--- src/wrss_pkg.sv ---
// Shared types, constants and helper functions of the work range stealing scheduler.
`default_nettype none

package wrss_pkg;

    localparam int COL_W = 13;
    localparam int WID_W = 4;
    localparam int OPC_W = 2;
    localparam int CFG_ADDR_W = 2;

    // Size of the range table; worker ids and the worker count are WID_W bits wide.
    localparam int MAX_WORKERS = 8;

    localparam logic [COL_W-1:0] MAX_COLUMNS = 13'd4096;
    localparam logic [COL_W-1:0] STEAL_UNIT = 13'd16;

    localparam logic [COL_W-1:0] IMAGE_WIDTH_RST = 13'd64;
    localparam logic [WID_W-1:0] WORKER_COUNT_RST = 4'd4;
    localparam logic [COL_W-1:0] STEAL_THRESHOLD_RST = 13'(2 * STEAL_UNIT);

    localparam logic [CFG_ADDR_W-1:0] CFG_IMAGE_WIDTH = 2'd0;
    localparam logic [CFG_ADDR_W-1:0] CFG_WORKER_COUNT = 2'd1;
    localparam logic [CFG_ADDR_W-1:0] CFG_STEAL_THRESHOLD = 2'd2;

    typedef enum logic [OPC_W-1:0] {
        OP_START  = 2'd0,
        OP_UPDATE = 2'd1,
        OP_GET    = 2'd2,
        OP_NOP    = 2'd3
    } op_t;

    typedef enum logic [1:0] {
        S_IDLE,
        S_DIV,
        S_SCAN,
        S_DONE
    } state_t;

    // Operation broadcast to every cell while a token walks the chain.
    typedef struct packed {
        op_t              op;
        logic [WID_W-1:0] me;
        logic             me_ok;
        logic [COL_W-1:0] ns;
        logic [COL_W-1:0] ne;
        logic [WID_W-1:0] cnt;
        logic [COL_W-1:0] thr;
    } ctl_t;

    // Token handed from one cell to the next, one cell per cycle.
    typedef struct packed {
        logic             valid;
        logic [COL_W-1:0] acc;
        logic             own_has;
        logic [COL_W-1:0] own_s;
        logic [COL_W-1:0] own_e;
        logic             found;
        logic [WID_W-1:0] vic_idx;
        logic [COL_W-1:0] vic_end;
        logic [COL_W-1:0] half;
        logic             busy;
    } tok_t;

    // Steal commit broadcast once the token has left the last cell.
    typedef struct packed {
        logic             en;
        logic [WID_W-1:0] vic_idx;
        logic [COL_W-1:0] vic_end_new;
        logic [WID_W-1:0] me;
        logic [COL_W-1:0] me_s;
        logic [COL_W-1:0] me_e;
    } cmt_t;

    function automatic logic [COL_W-1:0] sat_col(input logic [COL_W-1:0] v);
        return (v > MAX_COLUMNS) ? MAX_COLUMNS : v;
    endfunction

    function automatic logic [COL_W-1:0] work_left(input logic [COL_W-1:0] s,
                                                   input logic [COL_W-1:0] e);
        return (e > s) ? (e - s) : '0;
    endfunction

endpackage

`default_nettype wire

--- src/wrss_ifs.sv ---
// Request and response channel interfaces of the work range stealing scheduler.
`default_nettype none

interface wrss_req_if;
    import wrss_pkg::*;

    logic                 valid;
    logic                 ready;
    logic [OPC_W-1:0]     opcode;
    logic [WID_W-1:0]     worker_id;
    logic [COL_W-1:0]     new_start;
    logic [COL_W-1:0]     new_end;

    modport source (output valid, opcode, worker_id, new_start, new_end, input ready);
    modport sink   (input valid, opcode, worker_id, new_start, new_end, output ready);
endinterface

interface wrss_rsp_if;
    import wrss_pkg::*;

    logic                 valid;
    logic                 ready;
    logic                 granted;
    logic [COL_W-1:0]     range_start;
    logic [COL_W-1:0]     range_end;
    logic                 all_done;

    modport source (output valid, granted, range_start, range_end, all_done, input ready);
    modport sink   (input valid, granted, range_start, range_end, all_done, output ready);
endinterface

`default_nettype wire

--- src/wrss_div.sv ---
// Bit-serial restoring divider that computes the per-worker column count.
`default_nettype none

module wrss_div (
    input  logic                    clk,
    input  logic                    rst_n,
    input  logic                    start,
    input  logic [wrss_pkg::COL_W-1:0] dividend,
    input  logic [wrss_pkg::WID_W-1:0] divisor,
    output logic                    done,
    output logic [wrss_pkg::COL_W-1:0] quotient
);
    import wrss_pkg::*;

    localparam int STEP_W = $clog2(COL_W + 1);
    localparam logic [STEP_W-1:0] LAST_STEP = STEP_W'(COL_W - 1);

    logic [COL_W-1:0]  quo_reg, quo_next;
    logic [WID_W-1:0]  rem_reg, rem_next;
    logic [WID_W-1:0]  dvs_reg, dvs_next;
    logic [STEP_W-1:0] count_reg, count_next;
    logic              busy_reg, busy_next;
    logic              done_reg, done_next;
    logic [WID_W:0]    shifted;
    logic [WID_W:0]    diff;
    logic              fits;

    assign shifted = {rem_reg, quo_reg[COL_W-1]};
    assign fits    = shifted >= {1'b0, dvs_reg};
    assign diff    = shifted - {1'b0, dvs_reg};

    always_comb
    begin
        quo_next   = quo_reg;
        rem_next   = rem_reg;
        dvs_next   = dvs_reg;
        count_next = count_reg;
        busy_next  = busy_reg;
        done_next  = 1'b0;
        if (start)
        begin
            quo_next   = dividend;
            rem_next   = '0;
            dvs_next   = divisor;
            count_next = '0;
            busy_next  = 1'b1;
        end
        else if (busy_reg)
        begin
            // The remainder stays below the divisor, so it fits in the divisor's width.
            rem_next   = fits ? diff[WID_W-1:0] : shifted[WID_W-1:0];
            quo_next   = {quo_reg[COL_W-2:0], fits};
            count_next = count_reg + 1'b1;
            if (count_reg == LAST_STEP)
            begin
                busy_next = 1'b0;
                done_next = 1'b1;
            end
        end
    end

    always_ff @(posedge clk or negedge rst_n)
    begin
        if (!rst_n)
        begin
            count_reg <= '0;
            busy_reg  <= 1'b0;
            done_reg  <= 1'b0;
        end
        else
        begin
            count_reg <= count_next;
            busy_reg  <= busy_next;
            done_reg  <= done_next;
        end
    end

    always_ff @(posedge clk)
    begin
        quo_reg <= quo_next;
        rem_reg <= rem_next;
        dvs_reg <= dvs_next;
    end

    assign done     = done_reg;
    assign quotient = quo_reg;

endmodule

`default_nettype wire

--- src/wrss_cell.sv ---
// One worker slot of the range table; it updates its range and forwards the scan token.
`default_nettype none

module wrss_cell #(
    parameter int IDX = 0
) (
    input  logic                       clk,
    input  logic                       rst_n,
    input  wrss_pkg::ctl_t             ctl,
    input  logic [wrss_pkg::COL_W-1:0] step,
    input  wrss_pkg::cmt_t             cmt,
    input  wrss_pkg::tok_t             tok_in,
    output wrss_pkg::tok_t             tok_out
);
    import wrss_pkg::*;

    logic [COL_W-1:0] start_reg, start_next;
    logic [COL_W-1:0] end_reg, end_next;
    tok_t             tok_reg, tok_next;
    logic             in_use;
    logic             is_me;
    logic [COL_W-1:0] work;
    logic [COL_W-1:0] upd_work;
    logic [COL_W-1:0] sum;

    assign in_use   = IDX < int'(ctl.cnt);
    assign is_me    = ctl.me_ok && (int'(ctl.me) == IDX);
    assign work     = work_left(start_reg, end_reg);
    assign upd_work = is_me ? work_left(ctl.ns, ctl.ne) : work;
    assign sum      = tok_in.acc + step;

    always_comb
    begin
        start_next = start_reg;
        end_next   = end_reg;
        tok_next   = tok_in;
        if (tok_in.valid)
        begin
            unique case (ctl.op)
                OP_START:
                begin
                    if (in_use)
                    begin
                        start_next    = tok_in.acc;
                        end_next      = sum;
                        tok_next.acc  = sum;
                        tok_next.busy = tok_in.busy | (step != '0);
                    end
                    else
                    begin
                        start_next = '0;
                        end_next   = '0;
                    end
                end
                OP_UPDATE:
                begin
                    if (is_me)
                    begin
                        start_next = ctl.ns;
                        end_next   = ctl.ne;
                    end
                    if (in_use)
                    begin
                        tok_next.busy = tok_in.busy | (upd_work != '0);
                    end
                end
                OP_GET:
                begin
                    if (in_use)
                    begin
                        tok_next.busy = tok_in.busy | (work != '0);
                        if (is_me)
                        begin
                            tok_next.own_has = work != '0;
                            tok_next.own_s   = start_reg;
                            tok_next.own_e   = end_reg;
                        end
                        // The lowest eligible victim wins; later cells see found set.
                        if (!tok_in.found && work != '0 && work >= ctl.thr)
                        begin
                            tok_next.found   = 1'b1;
                            tok_next.vic_idx = WID_W'(IDX);
                            tok_next.vic_end = end_reg;
                            tok_next.half    = {1'b0, work[COL_W-1:1]};
                        end
                    end
                end
                OP_NOP:
                begin
                    if (in_use)
                    begin
                        tok_next.busy = tok_in.busy | (work != '0);
                    end
                end
            endcase
        end
        if (cmt.en)
        begin
            if (int'(cmt.vic_idx) == IDX)
            begin
                end_next = cmt.vic_end_new;
            end
            if (int'(cmt.me) == IDX)
            begin
                start_next = cmt.me_s;
                end_next   = cmt.me_e;
            end
        end
    end

    always_ff @(posedge clk or negedge rst_n)
    begin
        if (!rst_n)
        begin
            start_reg <= '0;
            end_reg   <= '0;
            tok_reg   <= '0;
        end
        else
        begin
            start_reg <= start_next;
            end_reg   <= end_next;
            tok_reg   <= tok_next;
        end
    end

    assign tok_out = tok_reg;

endmodule

`default_nettype wire

--- src/work_range_stealing_scheduler.sv ---
// Top level of the work range stealing scheduler: control, configuration and the cell chain.
//
//   channel | direction | transfer                         | payload
//   --------+-----------+----------------------------------+--------------------------------------
//   req     | in        | valid & ready at rising clk      | opcode, worker_id, new_start, new_end
//   rsp     | out       | valid & ready at rising clk      | granted, range_start, range_end, all_done
//   cfg     | in        | cfg_wr_en at rising clk          | cfg_addr, cfg_wdata
//
// A scan token walks the cell chain one cell per cycle; for update, get and unused opcodes it is
// launched on acceptance and the result is registered once it leaves the last cell; start first runs the
// bit-serial divider that computes the per-worker column count.
// Reset clears the range table to zero and loads the register defaults at once.
// The response register holds a finished transaction while the next request is accepted; a
// further result waits in the done state until the response is taken.
`default_nettype none

module work_range_stealing_scheduler (
    input  logic                            clk,
    input  logic                            rst_n,
    input  logic                            cfg_wr_en,
    input  logic [wrss_pkg::CFG_ADDR_W-1:0] cfg_addr,
    input  logic [wrss_pkg::COL_W-1:0]      cfg_wdata,
    wrss_req_if.sink                        req,
    wrss_rsp_if.source                      rsp
);
    import wrss_pkg::*;

    state_t           state_reg, state_next;
    logic [COL_W-1:0] image_width_reg;
    logic [WID_W-1:0] worker_count_reg;
    logic [COL_W-1:0] steal_threshold_reg;
    logic [WID_W-1:0] cnt;
    op_t              req_op;
    logic             in_ready;
    logic             accept;
    logic             div_start;
    logic             div_done;
    logic [COL_W-1:0] div_quo;
    logic             launch;
    logic             capture;
    logic             load_out;
    ctl_t             ctl_reg;
    tok_t             tok0_reg, tok0_next;
    tok_t             tok_src [MAX_WORKERS];
    tok_t             chain [MAX_WORKERS];
    tok_t             tail;
    logic [MAX_WORKERS-1:0] chain_valid;
    cmt_t             cmt;
    logic             steal_ok;
    logic [COL_W-1:0] steal_start;
    logic             res_granted_reg;
    logic [COL_W-1:0] res_start_reg;
    logic [COL_W-1:0] res_end_reg;
    logic             res_done_reg;
    logic             rsp_valid_reg;
    logic             rsp_granted_reg;
    logic [COL_W-1:0] rsp_start_reg;
    logic [COL_W-1:0] rsp_end_reg;
    logic             rsp_done_reg;

    // Configuration registers.
    always_ff @(posedge clk or negedge rst_n)
    begin
        if (!rst_n)
        begin
            image_width_reg     <= IMAGE_WIDTH_RST;
            worker_count_reg    <= WORKER_COUNT_RST;
            steal_threshold_reg <= STEAL_THRESHOLD_RST;
        end
        else if (cfg_wr_en)
        begin
            unique case (cfg_addr)
                CFG_IMAGE_WIDTH:     image_width_reg     <= cfg_wdata;
                CFG_WORKER_COUNT:    worker_count_reg    <= cfg_wdata[WID_W-1:0];
                CFG_STEAL_THRESHOLD: steal_threshold_reg <= cfg_wdata;
                default:             ;
            endcase
        end
    end

    // Workers in use: zero counts as one, and the count saturates at the table size.
    always_comb
    begin
        priority if (worker_count_reg == '0)
            cnt = WID_W'(1);
        else if (int'(worker_count_reg) > MAX_WORKERS)
            cnt = WID_W'(MAX_WORKERS);
        else
            cnt = worker_count_reg;
    end

    assign req_op = op_t'(req.opcode);
    assign tail   = chain[MAX_WORKERS-1];

    // Next state.
    always_comb
    begin
        state_next = state_reg;
        unique case (state_reg)
            S_IDLE:
            begin
                if (req.valid)
                    state_next = (req_op == OP_START) ? S_DIV : S_SCAN;
            end
            S_DIV:
            begin
                if (div_done)
                    state_next = S_SCAN;
            end
            S_SCAN:
            begin
                if (tail.valid)
                    state_next = S_DONE;
            end
            S_DONE:
            begin
                if (!rsp_valid_reg || rsp.ready)
                    state_next = S_IDLE;
            end
        endcase
    end

    // Control outputs.
    always_comb
    begin
        in_ready  = state_reg == S_IDLE;
        accept    = in_ready && req.valid;
        div_start = accept && req_op == OP_START;
        launch    = (accept && req_op != OP_START) || (state_reg == S_DIV && div_done);
        capture   = state_reg == S_SCAN && tail.valid;
        load_out  = state_reg == S_DONE && (!rsp_valid_reg || rsp.ready);
    end

    always_ff @(posedge clk or negedge rst_n)
    begin
        if (!rst_n)
            state_reg <= S_IDLE;
        else
            state_reg <= state_next;
    end

    assign req.ready = in_ready;

    // Operation held for the whole walk of the token.
    always_ff @(posedge clk)
    begin
        if (accept)
        begin
            ctl_reg.op    <= req_op;
            ctl_reg.me    <= req.worker_id - 1'b1;
            ctl_reg.me_ok <= req.worker_id != '0 && req.worker_id <= cnt;
            ctl_reg.ns    <= sat_col(req.new_start);
            ctl_reg.ne    <= sat_col(req.new_end);
            ctl_reg.cnt   <= cnt;
            ctl_reg.thr   <= steal_threshold_reg;
        end
    end

    wrss_div u_div (
        .clk      (clk),
        .rst_n    (rst_n),
        .start    (div_start),
        .dividend (sat_col(image_width_reg)),
        .divisor  (cnt),
        .done     (div_done),
        .quotient (div_quo)
    );

    always_comb
    begin
        tok0_next       = '0;
        tok0_next.valid = launch;
    end

    always_ff @(posedge clk or negedge rst_n)
    begin
        if (!rst_n)
        begin
            tok0_reg <= '0;
        end
        else
        begin
            tok0_reg <= tok0_next;
        end
    end

    assign tok_src[0] = tok0_reg;

    generate
        for (genvar k = 0; k < MAX_WORKERS; k++)
        begin : g_cell
            if (k > 0)
            begin : g_link
                assign tok_src[k] = chain[k-1];
            end
            assign chain_valid[k] = chain[k].valid;
            wrss_cell #(.IDX(k)) u_cell (
                .clk     (clk),
                .rst_n   (rst_n),
                .ctl     (ctl_reg),
                .step    (div_quo),
                .cmt     (cmt),
                .tok_in  (tok_src[k]),
                .tok_out (chain[k])
            );
        end
    endgenerate

    // The requester takes the upper half of the victim when its own range is empty.
    assign steal_ok    = ctl_reg.op == OP_GET && ctl_reg.me_ok && !tail.own_has && tail.found;
    assign steal_start = tail.vic_end - tail.half;

    always_comb
    begin
        cmt.en          = capture && steal_ok;
        cmt.vic_idx     = tail.vic_idx;
        cmt.vic_end_new = steal_start;
        cmt.me          = ctl_reg.me;
        cmt.me_s        = steal_start;
        cmt.me_e        = tail.vic_end;
    end

    always_ff @(posedge clk)
    begin
        if (capture)
        begin
            // A steal leaves work with the victim, so all_done is unchanged by it.
            res_done_reg <= !tail.busy;
            priority if (ctl_reg.op == OP_GET && ctl_reg.me_ok && tail.own_has)
            begin
                res_granted_reg <= 1'b1;
                res_start_reg   <= tail.own_s;
                res_end_reg     <= tail.own_e;
            end
            else if (steal_ok && tail.half != '0)
            begin
                res_granted_reg <= 1'b1;
                res_start_reg   <= steal_start;
                res_end_reg     <= tail.vic_end;
            end
            else
            begin
                res_granted_reg <= 1'b0;
                res_start_reg   <= '0;
                res_end_reg     <= '0;
            end
        end
    end

    // Response register.
    always_ff @(posedge clk or negedge rst_n)
    begin
        if (!rst_n)
            rsp_valid_reg <= 1'b0;
        else if (load_out)
            rsp_valid_reg <= 1'b1;
        else if (rsp.ready)
            rsp_valid_reg <= 1'b0;
    end

    always_ff @(posedge clk)
    begin
        if (load_out)
        begin
            rsp_granted_reg <= res_granted_reg;
            rsp_start_reg   <= res_start_reg;
            rsp_end_reg     <= res_end_reg;
            rsp_done_reg    <= res_done_reg;
        end
    end

    assign rsp.valid       = rsp_valid_reg;
    assign rsp.granted     = rsp_granted_reg;
    assign rsp.range_start = rsp_start_reg;
    assign rsp.range_end   = rsp_end_reg;
    assign rsp.all_done    = rsp_done_reg;

`ifndef SYNTHESIS
    a_one_token: assert property (@(posedge clk) disable iff (!rst_n)
        $onehot0(chain_valid))
        else $error("more than one scan token in the cell chain");

    a_tail_in_scan: assert property (@(posedge clk) disable iff (!rst_n)
        tail.valid |-> state_reg == S_SCAN)
        else $error("scan token left the chain outside the scan state");

    a_div_in_div: assert property (@(posedge clk) disable iff (!rst_n)
        div_done |-> state_reg == S_DIV)
        else $error("divider finished outside the divide state");

    a_accept_busy: assert property (@(posedge clk) disable iff (!rst_n)
        accept |=> state_reg != S_IDLE)
        else $error("accepted transaction did not start");

    a_grant_nonempty: assert property (@(posedge clk) disable iff (!rst_n)
        rsp_valid_reg && rsp_granted_reg |-> rsp_end_reg > rsp_start_reg)
        else $error("granted range is empty");
`endif

endmodule

`default_nettype wire

--- src/flat_wrapper.sv ---
// flat-port wrapper written by rule: the top's interface ports become plain ports
module work_range_stealing_scheduler_flat import wrss_pkg::*;
  (clk, rst_n, cfg_wr_en, cfg_addr, cfg_wdata, req_valid, req_opcode, req_worker_id, req_new_start, req_new_end, req_ready, rsp_valid, rsp_granted, rsp_range_start, rsp_range_end, rsp_all_done, rsp_ready);
  wrss_req_if req_i ();
  wrss_rsp_if rsp_i ();
  input  logic clk;
  input  logic rst_n;
  input  logic cfg_wr_en;
  input  logic [wrss_pkg::CFG_ADDR_W-1:0] cfg_addr;
  input  logic [wrss_pkg::COL_W-1:0] cfg_wdata;
  input wire logic [$bits(req_i.valid)-1:0] req_valid;
  input wire logic [$bits(req_i.opcode)-1:0] req_opcode;
  input wire logic [$bits(req_i.worker_id)-1:0] req_worker_id;
  input wire logic [$bits(req_i.new_start)-1:0] req_new_start;
  input wire logic [$bits(req_i.new_end)-1:0] req_new_end;
  output wire logic [$bits(req_i.ready)-1:0] req_ready;
  output wire logic [$bits(rsp_i.valid)-1:0] rsp_valid;
  output wire logic [$bits(rsp_i.granted)-1:0] rsp_granted;
  output wire logic [$bits(rsp_i.range_start)-1:0] rsp_range_start;
  output wire logic [$bits(rsp_i.range_end)-1:0] rsp_range_end;
  output wire logic [$bits(rsp_i.all_done)-1:0] rsp_all_done;
  input wire logic [$bits(rsp_i.ready)-1:0] rsp_ready;
  assign req_i.valid = req_valid;
  assign req_i.opcode = req_opcode;
  assign req_i.worker_id = req_worker_id;
  assign req_i.new_start = req_new_start;
  assign req_i.new_end = req_new_end;
  assign req_ready = req_i.ready;
  assign rsp_valid = rsp_i.valid;
  assign rsp_granted = rsp_i.granted;
  assign rsp_range_start = rsp_i.range_start;
  assign rsp_range_end = rsp_i.range_end;
  assign rsp_all_done = rsp_i.all_done;
  assign rsp_i.ready = rsp_ready;
  work_range_stealing_scheduler u_core (.clk(clk), .rst_n(rst_n), .cfg_wr_en(cfg_wr_en), .cfg_addr(cfg_addr), .cfg_wdata(cfg_wdata), .req(req_i), .rsp(rsp_i));
endmodule
--- config.mk ---
export PLATFORM = sky130hd
export DESIGN_NAME = work_range_stealing_scheduler_flat
export DESIGN_NICKNAME = d
export VERILOG_FILES = /design/src/wrss_pkg.sv /design/src/wrss_ifs.sv /design/src/wrss_div.sv /design/src/wrss_cell.sv /design/src/work_range_stealing_scheduler.sv /design/src/flat_wrapper.sv
export SDC_FILE = /design/constraint.sdc
export NUM_CORES = 2
export LEC_CHECK = 0
export BUFFER_PORTS_ARGS = -buffer_cell sky130_fd_sc_hd__buf_4
export CAP_MARGIN = 25
export CORE_ASPECT_RATIO = 1.75
export CORE_MARGIN = 4
export CORE_UTILIZATION = 25
export CTS_BUF_LIST = sky130_fd_sc_hd__clkbuf_8
export DETAILED_ROUTE_END_ITERATION = 8
export GPL_TIMING_DRIVEN = 0
export PLACE_DENSITY = 0.47
export RECOVER_POWER = 100
export SLEW_MARGIN = 20
export SYNTH_ARGS = -nofsm -noshare
export SYNTH_HDL_FRONTEND = slang
export SYNTH_HIERARCHICAL = 1
export SYNTH_SLANG_ARGS = --single-unit
--- constraint.sdc ---
create_clock -name clk -period 4.7 [get_ports clk]
set_input_delay 0.705 -clock clk [delete_from_list [all_inputs] [get_ports clk]]
set_output_delay 0.705 -clock clk [all_outputs]
set_load 0.1 [all_outputs]
==> tab_implementation.tex <==
\begin{tabular}{lr}
\hline
Metric & Value \\
\hline
\multicolumn{2}{l}{\textbf{Outcome}} \\
Outcome & finished with violations \\
Violations in the final reports & capacitance limit, slew limit \\
\multicolumn{2}{l}{\textbf{Route}} \\
Number of search-and-repair iterations in the first detailed-routing pass & 5 \\
Routed vias/inst & 5.183 \\
Total Wirelength & 281500 um \\
Routed wire length per instance & 27.78 um \\
Final ANT Viol Nets & 0 \\
Vias & 52510 \\
DRC marker count from the first detailed-route iteration & 3695 \\
Number of DRC violations after detailed routing & 0 \\
\multicolumn{2}{l}{\textbf{Timing}} \\
Final setup slack of the worst path & 0.01339 ns \\
Max-slew violation total from the final report & 181 \\
Hold Fails Final Rpt & 0 \\
Upper clock frequency limit & 0.2134 GHz \\
Summed negative setup slack over all endpoints & 0 ns \\
Clock tree skew after final layout & 0.09648 ns \\
Period utilization & 0.9972 \\
Min Clock Period, post-route & 4.687 ns \\
Number of setup violations in the final report & 0 \\
Worst Tran Pin Value & 2.588 ns \\
Max-Slew Margin vs Limit & -0.7250 \\
\multicolumn{2}{l}{\textbf{GRT}} \\
Initial antenna violation count & 5 \\
Total gr overflow & 0 \\
Global-route total usage across every layer & 0.2173 \\
Via count of the first global-routing pass & 54670 \\
First-pass GRT wire length & 394400 um \\
Maximum number of pins on one net before global-route repair & 141 \\
\multicolumn{2}{l}{\textbf{Synth}} \\
Mean cell area of the mapped netlist & 9.595 sq um \\
Total number of yosys warnings & 6 \\
Syn Std Cell Area & 60820 sq um \\
Cells after synthesis & 6339 \\
\multicolumn{2}{l}{\textbf{Job}} \\
Total of max-cap violations & 4 \\
\multicolumn{2}{l}{\textbf{Worst setup path}} \\
Worst Path Arrival & 5.45 ns \\
Path type of the worst setup path & reg -> reg \\
Bufs and invs on worst path & 3 \\
Register-to-register setup slack & 0.01 ns \\
Series of cell instances along the critical path & inv\_1 > ha\_1 > o211a\_1 > a221o\_1 > nor4\_1 > a21oi\_1 > a21oi\_2 > clkbuf\_4 > nor2\_1 > ha\_1 > a21oi\_1 > nor2b\_1 > a2111oi\_0 > o21ai\_1 > a21oi\_2 > a21oi\_4 > buf\_12 > mux2\_4 \\
Family of cells with the greatest summed delay on the critical path & compound AO/OA/AOI/OAI gates \\
Largest incremental delay on the critical path & 0.40 ns \\
Startpoint class of the critical path & flip-flop \\
Data required, critical path & 5.46 ns \\
Critical path fanouts, max & 10 \\
Slowest cell on the critical path & sky130\_fd\_sc\_hd\_\_ha\_1 \\
Sort of element at the end of the critical path & flip-flop \\
\multicolumn{2}{l}{\textbf{Clocking}} \\
Clock tree root buffer cell & sky130\_fd\_sc\_hd\_\_clkbuf\_8 \\
Htree depth & 4 \\
Max clock buf depth & 4 \\
TritonCTS clock tree & built \\
Clock transition time at the flip-flop clock pins of the worst setup and hold paths & 0.07 ns \\
Clock Latency Late Sink & 0.93 ns \\
Num CTS Buffers & 170 \\
Number of clock sinks seen by CTS & 946 \\
\multicolumn{2}{l}{\textbf{Floorplan}} \\
Cell row count & 239 \\
Die ar. & 251500 sq um \\
Initial cell density of the core & 0.2511 \\
Count of boundary I/O pins & 82 \\
Width of the chip & 380.9 um \\
Die H & 660.5 um \\
Area of the core & 242200 sq um \\
\multicolumn{2}{l}{\textbf{Place}} \\
Port buffer count & 81 \\
Dpl ws & -1.189 ns \\
Final estimated routing congestion in global placement & 0.9355 \\
Half-perimeter wire length after detailed placement & 222500 um \\
\multicolumn{2}{l}{\textbf{Cells and area}} \\
Most frequent cells in the layout & 762 x sky130\_fd\_sc\_hd\_\_dfrtp\_1, 531 x sky130\_fd\_sc\_hd\_\_nand2\_1, 529 x sky130\_fd\_sc\_hd\_\_inv\_1 \\
Ratio of cells with drive above 1 in the final layout & 0.1535 \\
Multi-input gate area in the final layout & 34420 sq um \\
Most common cell after layout, fill and taps aside & sky130\_fd\_sc\_hd\_\_dfrtp\_1 \\
Register area & 24340 sq um \\
Filler Cells Inserted & 25480 \\
Area growth from synthesis to layout & 18.71\% \\
Number of flip-flops under the largest register name & 571 \\
Nets@finish & 7376 \\
\multicolumn{2}{l}{\textbf{Worst hold path}} \\
Worst hold-check path type & in -> reg \\
\multicolumn{2}{l}{\textbf{Power and ir drop}} \\
Leak & 30.47 nW \\
Power density over cell area & 738.1 nW/um\^{}2 \\
Worst IR Drop VDD & 0.2866 mV \\
\hline
\end{tabular}
==> final cells by class <==
type                            count  area share
Multi-Input combinational cell   4747      0.4767
Sequential cell                   946      0.3371
Tap cell                         3133     0.05429
Clock buffer                      212     0.04041
Timing Repair Buffer              254     0.03759
Inverter                          499     0.02605
Buffer                            244     0.01688
Clock inverter                     89     0.01069
Antenna cell                        8   0.0002773
==> metrics by stage <==
step             util  std cells  power [mW]  area [sq um]  hold slack, ns
4_1_cts        0.2970      10090       52.54         71940         0.01118
6_report       0.2981      10130       53.29         72200          0.1031
5_1_grt        0.2981      10130       56.36         72200         0.05934
2_1_floorplan       -       6438       30.67         61190          0.3519
3_3_place_gp   0.2713       9652       41.39         65720          0.3626
3_5_place_dp   0.2794       9758       42.75         67680          0.3722
==> worst reg2reg max path, delay by kind of cell (launching register included) <==
kind | cells | cell delay [ns]
AOI/OAI and AO/OA | 9 | 2.24
DFF | 1 | 0.38
muxes | 1 | 0.31
buffers and inverters | 3 | 0.52
and+or+nand+nor | 3 | 0.41
adders and majority gates | 2 | 0.70
==> per-layer routing <==
| layer | vias to the layer above | GRT usage | share of wire |
|---|---|---|---|
| met1 | 25750 | 0.2012 | 0.32 |
| met5 | - | 0 | 0 |
| met4 | 0 | 0.2163 | 0.12 |
| met3 | 951 | 0.02466 | 0.039 |
| li1 | 23900 | - | - |
| met2 | 1908 | 0.4049 | 0.52 |
==> power breakdown <==
part	total, mW	internal [mW]	switching [mW]
Combinational	31.4	12.1	19.3
Sequential	13.2	10.1	3.16
Clock	8.63	4.84	3.79
==> final timing paths <==
check / startpoint / endpoint / cells past startpoint
worst max-delay path: u_core/g_cell[3].u_cell/start_reg[4]$_DFF_PN0_ / u_core/g_cell[3].u_cell/tok_out[10]$_DFF_PN0_ / 18
worst min-delay path: cfg_wdata[11] / u_core/steal_threshold_reg[11]$_DFFE_PN0P_ / 2
worst max register to register: u_core/g_cell[3].u_cell/start_reg[4]$_DFF_PN0_ / u_core/g_cell[3].u_cell/tok_out[10]$_DFF_PN0_ / 18
worst min register to register: u_core/g_cell[5].u_cell/tok_out[72]$_DFF_PN0_ / u_core/g_cell[6].u_cell/tok_out[72]$_DFF_PN0_ / 0
max in group asynchronous: rst_n / u_core/g_cell[0].u_cell/end_reg[5]$_DFF_PN0_ / 5
min in group asynchronous: rst_n / u_core/g_cell[5].u_cell/tok_out[13]$_DFF_PN0_ / 2
==> what timing repair did <==
action	in CTS	in global routing
setup endpoints to repair	241	215
hold buffers	7	0
resized for setup	99	117
pin swaps	13	29
setup buffers	24	24
endpoints found under the hold margin	98	0
cloned	1	8
No activity file was read; power rests on OpenSTA's default activity.
